`src/mvc_pkg.sv`:
```
`default_nettype none
package mvc_pkg;
  localparam int unsigned MaxVertices = 32;
  localparam logic [1:0] MarkFree = 2'd0;
  localparam logic [1:0] MarkIn   = 2'd1;
  localparam logic [1:0] MarkOut  = 2'd2;
  localparam logic [5:0] CountReset = 6'd32;
endpackage
`default_nettype wire

```
`src/min_vertex_cover_search_unit.sv`:
```
// channel   | dir | payload
// s_axis    | in  | tdata {row_bits, row_index}, tlast last_row
// m_axis    | out | tdata cover_size
// cfg       | in  | vertex_count
// rows load one per cycle into the adjacency memory while idle, also while a result waits.
// a last row starts the search, which pushes, pops, switches to the
// exclusion branch and finally hands out the result.
// a leaf check reads each row from memory, then compares it.
// reset clears marks and control; rows are undefined until written.
// the result waits in an output register; input stalls while searching.
`default_nettype none
module min_vertex_cover_search_unit
  import mvc_pkg::*;
#(
  parameter int unsigned MAX_VERTICES = MaxVertices
) (
  input  wire logic        clk_i,
  input  wire logic        rst_ni,
  input  wire logic        s_axis_tvalid,
  output logic             s_axis_tready,
  input  wire logic [39:0] s_axis_tdata,  // row_index[4:0], row_bits[36:5], zero
  input  wire logic        s_axis_tlast,  // last_row
  output logic             m_axis_tvalid,
  input  wire logic        m_axis_tready,
  output logic [7:0]       m_axis_tdata,  // cover_size[5:0], zero
  input  wire logic        cfg_valid_i,
  output logic             cfg_ready_o,
  input  wire logic [5:0]  cfg_data_i
);
  localparam int unsigned IW = $clog2(MAX_VERTICES);
  localparam int unsigned CW = $clog2(MAX_VERTICES + 1);
  localparam logic [2:0] SIdle = 3'd0, SCall = 3'd1, SRet = 3'd2,
                         SExcl = 3'd3, SLeaf = 3'd4, SLeafChk = 3'd5, SDone = 3'd6,
                         SExclSet = 3'd7;

  logic [31:0] adj_mem [MAX_VERTICES];
  logic [31:0] adj_rd_q;
  logic [IW-1:0] adj_addr;
  logic [IW-1:0] tgt_mem [MAX_VERTICES];
  logic [MAX_VERTICES-1:0] fm_mem [MAX_VERTICES];
  logic [CW-1:0] fs_mem [MAX_VERTICES];
  logic [MAX_VERTICES-1:0] ph_q;
  logic [MAX_VERTICES-1:0] in_q, out_q;
  logic [2:0] st_q;
  logic [5:0] vc_q;
  logic [CW-1:0] n_q, best_q, size_q, start_q, lvl_q, leaf_i_q;
  logic [IW-1:0] t_q;
  logic [7:0] res_q;
  logic res_v_q;

  assign s_axis_tready = (st_q == SIdle);
  assign cfg_ready_o = 1'b1;
  assign m_axis_tvalid = res_v_q;
  assign m_axis_tdata = res_q;

  wire acc = s_axis_tvalid && s_axis_tready;
  wire [4:0] row_idx = s_axis_tdata[4:0];
  // output register free now or emptied at this edge
  wire res_free = !res_v_q || m_axis_tready;

  // lowest free vertex at or after start_q
  logic found;
  logic [IW-1:0] fv;
  always_comb begin
    found = 1'b0;
    fv = '0;
    for (int v = MAX_VERTICES - 1; v >= 0; v--) begin
      if (v < n_q && v >= start_q && !in_q[v] && !out_q[v]) begin
        found = 1'b1;
        fv = IW'(v);
      end
    end
  end

  // exclusion of t: neighbours within n
  logic [MAX_VERTICES-1:0] nb, vmask;
  logic [CW-1:0] fcnt;
  always_comb begin
    for (int v = 0; v < MAX_VERTICES; v++) begin
      vmask[v] = (v < n_q);
      nb[v] = (v < 32) ? adj_rd_q[v] : 1'b0;
    end
    nb = nb & vmask;
  end
  wire [MAX_VERTICES-1:0] forced = nb & ~in_q & ~out_q & ~(MAX_VERTICES'(1) << t_q);
  wire conflict = |(nb & out_q) | nb[t_q];
  always_comb begin
    fcnt = '0;
    for (int v = 0; v < MAX_VERTICES; v++) fcnt = fcnt + CW'(forced[v]);
  end

  wire [CW-1:0] lv = lvl_q - CW'(1);
  always_comb begin
    adj_addr = t_q;
    if (st_q == SLeaf) adj_addr = leaf_i_q[IW-1:0];
  end

  always_ff @(posedge clk_i) begin
    if (acc && (32'(row_idx) < MAX_VERTICES)) adj_mem[row_idx[IW-1:0]] <= s_axis_tdata[36:5];
    adj_rd_q <= adj_mem[adj_addr];
  end

  always_ff @(posedge clk_i) begin
    if (st_q == SCall && size_q < best_q && found) begin
      tgt_mem[lvl_q[IW-1:0]] <= fv;
      fs_mem[lvl_q[IW-1:0]] <= size_q;
      fm_mem[lvl_q[IW-1:0]] <= '0;
    end
    if (st_q == SExclSet) fm_mem[lv[IW-1:0]] <= conflict ? '0 : forced;
  end

  wire [MAX_VERTICES-1:0] hi_mask = ~((MAX_VERTICES'(2) << leaf_i_q[IW-1:0]) - 1'b1);
  wire leaf_bad = !in_q[leaf_i_q[IW-1:0]] && |(nb & hi_mask & ~in_q);

  always_ff @(posedge clk_i or negedge rst_ni) begin
    if (!rst_ni) begin
      st_q <= SIdle; vc_q <= CountReset; res_v_q <= 1'b0; in_q <= '0; out_q <= '0;
      ph_q <= '0; lvl_q <= '0; n_q <= '0; best_q <= '0; size_q <= '0;
      start_q <= '0; t_q <= '0; leaf_i_q <= '0; res_q <= '0;
    end else begin
      if (cfg_valid_i) vc_q <= cfg_data_i;
      res_v_q <= ((st_q == SDone) && res_free) || (res_v_q && !m_axis_tready);
      unique case (st_q)
        SIdle: if (acc && s_axis_tlast) begin
          n_q <= (32'(vc_q) > MAX_VERTICES) ? CW'(MAX_VERTICES) : CW'(vc_q);
          best_q <= (32'(vc_q) > MAX_VERTICES) ? CW'(MAX_VERTICES) : CW'(vc_q);
          in_q <= '0; out_q <= '0; lvl_q <= '0; size_q <= '0; start_q <= '0;
          st_q <= SCall;
        end
        SCall: begin
          if (size_q >= best_q) st_q <= SRet;
          else if (found) begin
            ph_q[lvl_q[IW-1:0]] <= 1'b0;
            lvl_q <= lvl_q + CW'(1);
            in_q[fv] <= 1'b1;
            start_q <= CW'(fv) + CW'(1);
            size_q <= size_q + CW'(1);
          end else begin
            leaf_i_q <= '0; st_q <= SLeaf;
          end
        end
        SLeaf: st_q <= SLeafChk;
        SLeafChk: begin
          if (leaf_bad) st_q <= SRet;
          else if (leaf_i_q + CW'(1) >= n_q) begin
            if (size_q < best_q) best_q <= size_q;
            st_q <= SRet;
          end else begin
            leaf_i_q <= leaf_i_q + CW'(1); st_q <= SLeaf;
          end
        end
        SRet: begin
          if (lvl_q == '0) st_q <= SDone;
          else begin
            t_q <= tgt_mem[lv[IW-1:0]];
            if (!ph_q[lv[IW-1:0]]) st_q <= SExcl;
            else begin
              in_q <= in_q & ~fm_mem[lv[IW-1:0]] & ~(MAX_VERTICES'(1) << tgt_mem[lv[IW-1:0]]);
              out_q <= out_q & ~(MAX_VERTICES'(1) << tgt_mem[lv[IW-1:0]]);
              lvl_q <= lv;
            end
          end
        end
        // adjacency row of t is read during this cycle
        SExcl: st_q <= SExclSet;
        SExclSet: begin
          ph_q[lv[IW-1:0]] <= 1'b1;
          if (conflict) begin
            in_q[t_q] <= 1'b0;
            lvl_q <= lv;
            st_q <= SRet;
          end else begin
            in_q <= (in_q & ~(MAX_VERTICES'(1) << t_q)) | forced;
            out_q[t_q] <= 1'b1;
            start_q <= CW'(t_q) + CW'(1);
            size_q <= fs_mem[lv[IW-1:0]] + fcnt;
            st_q <= SCall;
          end
        end
        SDone: begin
          if (res_free) begin
            res_q <= 8'(best_q); st_q <= SIdle;
          end
        end
        default: st_q <= SIdle;
      endcase
    end
  end
endmodule
`default_nettype wire
```
`config.mk`:
```
export PLATFORM = sky130hd
export DESIGN_NAME = min_vertex_cover_search_unit
export DESIGN_NICKNAME = d
export VERILOG_FILES = /design/src/mvc_pkg.sv /design/src/min_vertex_cover_search_unit.sv
export SDC_FILE = /design/constraint.sdc
export NUM_CORES = 2
export LEC_CHECK = 0
export ABC_CLOCK_PERIOD_IN_PS = 8300
export BUFFER_PORTS_ARGS = -buffer_cell sky130_fd_sc_hd__buf_4
export CORE_MARGIN = 10
export CORE_UTILIZATION = 59
export CTS_BUF_LIST = sky130_fd_sc_hd__clkbuf_8
export DETAILED_ROUTE_END_ITERATION = 6
export PLACE_DENSITY = 0.78
export SYNTH_ARGS = -nofsm -noshare
export SYNTH_HDL_FRONTEND = slang
export SYNTH_SLANG_ARGS = --single-unit
```
`constraint.sdc`:
```
create_clock -name clk_i -period 8.3 [get_ports clk_i]
set_input_delay 1.66 -clock clk_i [delete_from_list [all_inputs] [get_ports clk_i]]
set_output_delay 1.66 -clock clk_i [all_outputs]
set_load 0.01 [all_outputs]
```
### Word level (Yosys, flattened, before mapping)

Memory sizes are Yosys's and may differ from the RTL's. A register that Yosys moved wholly into a read port is not among the register bits.
Cells that the tools add are included.

| word-level totals | value |
|---|---|
| register bits after elaboration | 153 |
| latch bits | 0 |
| memory bits (writable) | 2,400 |
| memory bits (read-only) | 0 |
| input bits | 52 |
| output and inout port bits | 11 |
| word-level logic and storage cells | 523 |
| memories | 4 |

| operators by class | value |
|---|---|
| add/sub/neg operators | 39 |
| multipliers | 0 |
| divide/modulo/power cells | 0 |
| $lt $le $gt $ge | 77 |
| equality and inequality tests | 22 |
| shifts and indexed selects | 3 |
| multiplexer cells | 139 |
| bitwise gates (word level) | 27 |
| reduce and logical (&&, ||, !) cells | 198 |

Memories:

| memory | depth | width | read ports | clocked after Yosys merged registers in | write ports | RTL line | source |
|---|---|---|---|---|---|---|---|
| adj_mem | 32 | 32 | 1 | 1 | 1 | min_vertex_cover_search_unit.sv:36 | `logic [31:0] adj_mem [MAX_VERTICES];` |
| fm_mem | 32 | 32 | 1 | 0 | 1 | min_vertex_cover_search_unit.sv:40 | `logic [MAX_VERTICES-1:0] fm_mem [MAX_VERTICES];` |
| fs_mem | 32 | 6 | 1 | 0 | 1 | min_vertex_cover_search_unit.sv:41 | `logic [CW-1:0] fs_mem [MAX_VERTICES];` |
| tgt_mem | 32 | 5 | 1 | 0 | 1 | min_vertex_cover_search_unit.sv:39 | `logic [IW-1:0] tgt_mem [MAX_VERTICES];` |

Operators with widths:

| cell | number |
|---|---|
| AND 32 bit | 13 |
| two-way mux 32 bit | 13 |
| inverter 32 bit | 8 |
| two-way mux 5 bit | 34 |
| adder 6 x 1 -> 6 bit | 26 |
| bitwise OR 32 bit | 4 |
| one-hot mux 32 bit (4 select lines) | 1 |
| two-way mux 6 bit | 21 |
| logical AND 1 bit | 107 |
| >= comparator 5 x 6 -> 1 bit (first input constant) | 16 |
| less-than comparator 5 x 6 -> 1 bit (first input constant) | 16 |
| one-hot mux 32 bit (3 select lines) | 1 |
| OR reduction 32 bit | 3 |
| zero test 1 bit | 67 |
| one-hot mux 32 bit (2 select lines) | 1 |
| << shifter 1 x 5 -> 32 bit (first input constant) | 2 |
| >= comparator 4 x 6 -> 1 bit (first input constant) | 8 |
| less-than comparator 4 x 6 -> 1 bit (first input constant) | 8 |
| two-way mux 1 bit | 46 |
| one-hot mux 6 bit (3 select lines) | 2 |
| << shifter 2 x 5 -> 32 bit (first input constant) | 1 |
| subtractor 32 x 1 -> 32 bit (second input constant) | 1 |
| less-than comparator 5 x 6 -> 1 bit (second input constant) | 5 |
| >= comparator 3 x 6 -> 1 bit (first input constant) | 4 |
| other kinds (46) | 97 |

### Longest topological paths before layout

| logic depth | value |
|---|---|
| depth in word-level cells | 44 |
| mapped depth | 38 |
| depth with buffers taken out | 26 |

### Least setup slack after synthesis

Ideal clock, no wire load.

| timing path | value |
|---|---|
| kind | register to register |
| start | register lvl_q[0] |
| end | register size_q[4] |
| setup time | 123 ps |
| arrival time | 8,783 ps |
| required time | 8,177 ps |
| setup slack | -606 ps |
| stages on the path, launching flop included | 35 |
| buffers on the path | 15 |
| clock period less this slack | 8,906 ps |
| path through | dfrtp_1 buf_4 buf_6 buf_6 buf_6 buf_4 clkinv_1 ha_1 buf_2 buf_2 buf_2 buf_2 buf_2 buf_2 buf_2 buf_2 buf_2 clkbuf_1 mux4_2 o31ai_1 a21oi_1 fa_1 inv_1 fa_1 fa_1 fa_1 fa_1 fa_1 fa_1 inv_1 a21o_1 a21oi_1 xnor2_1 a21oi_1 o2bb2ai_1 |

| between the ends | value |
|---|---|
| cells in the longest elaborated chain, start to end | 5 |

RTL lines:

| what | RTL line | source |
|---|---|---|
| from (decl) | min_vertex_cover_search_unit.sv:46 | `logic [CW-1:0] n_q, best_q, size_q, start_q, lvl_q, leaf_i_q;` |
| from (signal assigned) | min_vertex_cover_search_unit.sv:134 | `lvl_q <= lvl_q + CW'(1);` |
| from (signal assigned) | min_vertex_cover_search_unit.sv:160 | `lvl_q <= lv;` |
| from (signal assigned) | min_vertex_cover_search_unit.sv:170 | `lvl_q <= lv;` |
| subtractor 6 x 1 -> 6 bit | min_vertex_cover_search_unit.sv:92 | `wire [CW-1:0] lv = lvl_q - CW'(1);` |
| memory read (32 x 6 bit) | -- |  |
| adder 6 bit | min_vertex_cover_search_unit.sv:176 | `size_q <= fs_mem[lv[IW-1:0]] + fcnt;` |
| two-way mux 6 bit | min_vertex_cover_search_unit.sv:168 | `if (conflict) begin` |
| one-hot mux 6 bit (3 select lines) | min_vertex_cover_search_unit.sv:123 | `unique case (st_q)` |
| to (signal assigned) | min_vertex_cover_search_unit.sv:137 | `size_q <= size_q + CW'(1);` |
| to (signal assigned) | min_vertex_cover_search_unit.sv:176 |  |
| to (decl) | min_vertex_cover_search_unit.sv:46 |  |

No other way between the ends. The select of a mux whose other input is x is not followed.
A chain may end at the register's enable or synchronous reset.

### Final worst setup path

| timing path | value |
|---|---|
| start | register lvl_q[0] |
| end | register size_q[5] |

The elaborated chain is that of the path after synthesis.

==> key figures <==
Status
  – Status: finished clean

Pwr
  – P_leak: 41.1 nW
  – Power, Total: slightly below 50 mW
  – Power Dens Cells: 411 nW/um^2
  – Peak VDD IR: between 1000 and 1500 uV

Cells and area
  – Nets: 7,297
  – Fin cells: just under 10,000
  – Fill cell count: 11,906
  – Area Overhead vs Synth: 11.0%
  – Layout cells sized above 1: 18.6%

Synth
  – Number of synthesized flops with an enable pin: 2,400
  – Async set-reset flop share out of synthesis: 5.92%
  – Post-synthesis sequential element count: between 2,000 and 3,000
  – Mapped Area: around 110,000 um^2
  – Synth Instances: about 6,900
  – Syn Area/Cell: between 15 and 20 um^2
  – Yosys top cell area share: 66.8%
  – Post-synthesis sequential area ratio: 70.9%
  – Yosys cell types: 96
  – Synth Flop Type: edfxtp_1
  – Top cells by area, synth: edfxtp_1 67%, mux4_2 7.6%, dfrtp_1 3.5%, nand2_1 2.7%, a211oi_1 2.6%
  – Post-synth top area cell: edfxtp_1
  – Synth Warn #: 0

Route
  – Via count: 68,269
  – Wire per inst: 33.4 um
  – Initial DRC count: 9,619
  – Post-DRT Antenna Nets: 0
  – TritonRoute pass-1 iters: 6
  – DRC viols: 0
  – Wirelength, routed: 330 mm
  – Vias per cell: 6.91

Critical path
  – Worst EP arrival: slightly above 8 ns
  – Critical path capture point type: flop
  – Buf+Inv Stages, Crit Path: 3
  – Worst Setup Start Kind: flop
  – Top cell family by delay on the critical path: adder cells
  – Critical Path RT: between 9 and 10 ns
  – Crit Path Category: reg2reg
  – Crit-path slowest cell: dfrtp_4
  – R2r startpoint: lvl_q[0]
  – CP dominant cell by count: fa_1
  – Crit-path max FO: 23
  – CP startpoint: lvl_q[0]
  – Worst path max stage delay: 0.74 ns

Clock network
  – CTS Hold Buffers Added: 0
  – Num CTS Buffers: 410
  – Setup Buffers After CTS: 0
  – CTS clk-pin slew, worst paths: 0.06 ns
  – Post-CTS Resized: 0
  – Clock latency on the worst-skew pair: about 1.1 ns
  – CTS H-tree depth: 5
  – TritonCTS clock tree: built
  – Sink Count: 2,585
  – Longest Clk Path Bufs: 4
  – Root Driver: clkbuf_8

Die
  – Site Rows: 156
  – Initial Util: 59.5%
  – Die Span Y: 448 um
  – Die footprint: 200,000 um^2
  – Die Wd: 448 um
  – Core box area: about 180,000 um^2
  – IO Pins: 63

Min path
  – Hold Path Origin: m_axis_tdata[1]
  – Hold Path Class: reg2reg

Flow run
  – Max_cap viols: 0

Global routing
  – GRT Util Overall: 32.7%
  – Grt ovf: 0
  – First-pass GRT wire length: about 470 mm
  – Initial antenna violation count: 22
  – Pin count of the biggest net entering global routing: 195
  – Vias in the first global route: between 60,000 and 70,000

Timing
  – Worst Clk Skew: roughly 0.12 ns
  – # setup viols final: 0
  – Hold Vio Cnt, Final: 0
  – Period utilization: 87.8%
  – F_max: 137 MHz
  – RSZ-0062 raised after global routing: false
  – Final max-slew violation count: 0
  – Final setup TNS: 0 ns
  – Tightest Pin Transition: between 1 and 1.5 ns
  – Setup ws final: between 1 and 1.5 ns
  – Fin crit period: 7.29 ns
  – Rel. slew slack: 6.00%

Placed design
  – Placed instance count: 9,139
  – Port Buffers: between 50 and 60
  – Pre-CTS WS: 1.03 ns
  – Final Wtd Congestion: roughly 1
  – Detailed Place HPWL: 202 mm
sequential cells by signal, indices dropped and copies added, names as in the netlist:
name / cells
tgt_mem: 160
leaf_i_q: 6
st_q: 3
fs_mem: 192
t_q: 5
vc_q: 6
adj_mem: 1024
best_q: 6
m_axis_tdata: 6
adj_rd_q: 32
ph_q: 32
in_q: 32
size_q: 6
m_axis_tvalid: 1
lvl_q: 6
out_q: 32
n_q: 6
fm_mem: 1024
start_q: 6
power by group:
group	switching [mW]	internal (mW)
Sequential	0.663	15.4
Clock	4.94	5.34
Combinational	15.2	7.70
Yosys cell counts (50+ instances only):
cell type	n
a21o_1	50
edfxtp_1	2400
a21oi_1	221
inv_1	88
o21ai_0	203
a311oi_1	146
nor3_1	51
a211oi_1	374
nor2_1	258
nand2_1	773
clkbuf_1	386
nand3_1	92
a31oi_1	190
mux2i_1	52
and2_1	262
dfrtp_1	152
mux4_2	364
buf_2	51
layout by cell type, fill, tap and decap left out, types with 18 or more instances in the layout:
| master | n |
|---|---|
| a211o_1 | 22 |
| a211oi_1 | 374 |
| a21o_1 | 49 |
| a21oi_1 | 218 |
| a22o_1 | 19 |
| a22oi_1 | 45 |
| a311oi_1 | 146 |
| a31oi_1 | 186 |
| and2_0 | 25 |
| and2_1 | 262 |
| and3_1 | 27 |
| buf_4 | 296 |
| bufinv_16 | 18 |
| clkbuf_8 | 429 |
| clkinv_1 | 94 |
| clkinv_2 | 57 |
| dfrtp_1 | 151 |
| dfxtp_1 | 32 |
| edfxtp_1 | 2400 |
| fa_1 | 26 |
| ha_1 | 36 |
| inv_1 | 203 |
| mux2_2 | 20 |
| mux2i_1 | 50 |
| mux4_2 | 364 |
| nand2_1 | 770 |
| nand2b_1 | 33 |
| nand3_1 | 92 |
| nand4_1 | 34 |
| nor2_1 | 171 |
| nor2_2 | 25 |
| nor2_4 | 66 |
| nor2b_1 | 22 |
| nor3_1 | 46 |
| o2111ai_1 | 26 |
| o211ai_1 | 34 |
| o21ai_0 | 202 |
| o22ai_1 | 19 |
| or3_1 | 20 |
| or4_1 | 18 |
cell type report:
class / instances / area [um^2] / share of cell area (%)
flip-flops and latches: 2585 / 76500 / 63.9
multi-input cells: 3787 / 29900 / 25.0
clock buffers: 429 / 5900 / 4.93
well taps: 2370 / 2970 / 2.47
repair buffers: 307 / 2430 / 2.03
clock inverters: 298 / 1740 / 1.45
inverters: 91 / 343 / 0.286
diodes: 11 / 27.5 / 0.0230
worst paths after layout:
path                              endpoint  slack (ns)  cells past startpoint
max                              size_q[5]        1.01                     26
max reg2reg                      size_q[5]        1.01                     26
max in group asynchronous         lvl_q[0]        6.08                      2
min reg2reg                m_axis_tdata[1]        0.51                      1
min in group asynchronous         in_q[30]        0.71                      1
min                        m_axis_tdata[1]        0.51                      1
per-stage QoR:
step	util, %	area (um^2)	hold slack, ns
6_report	66.1	120000	0.509
5_1_grt	66.1	120000	0.516
4_1_cts	66.1	120000	0.509
3_5_place_dp	61.9	112000	0.493
3_3_place_gp	61.9	112000	0.482
2_1_floorplan	-	108000	0.465
metal layers:
layer  GRT usage [%]  wire, um  part of all wire, %  vias to the layer above
met1            43.6    120000                   37                    34505
met4            16.0     18500                  5.6                       10
met5               0        66                0.020                        -
met2            51.6    156000                   47                     4688
li1                -         -                    -                    28126
met3            6.87     34600                   10                      940
logic make-up after synthesis:
| kind of cell | count (synthesis) | synth area share, % |
|---|---|---|
| mux | 437 | 8.30 |
| flops | 2585 | 70.9 |
| xor+xnor | 18 | 0.146 |
| buf+inv | 567 | 2.11 |
| other cells | 2 | 0.00696 |
| fa+ha+maj | 63 | 0.911 |
| compound gates | 1550 | 10.1 |
| simple gates | 1716 | 7.55 |
Power figures use the tool's default switching activity.
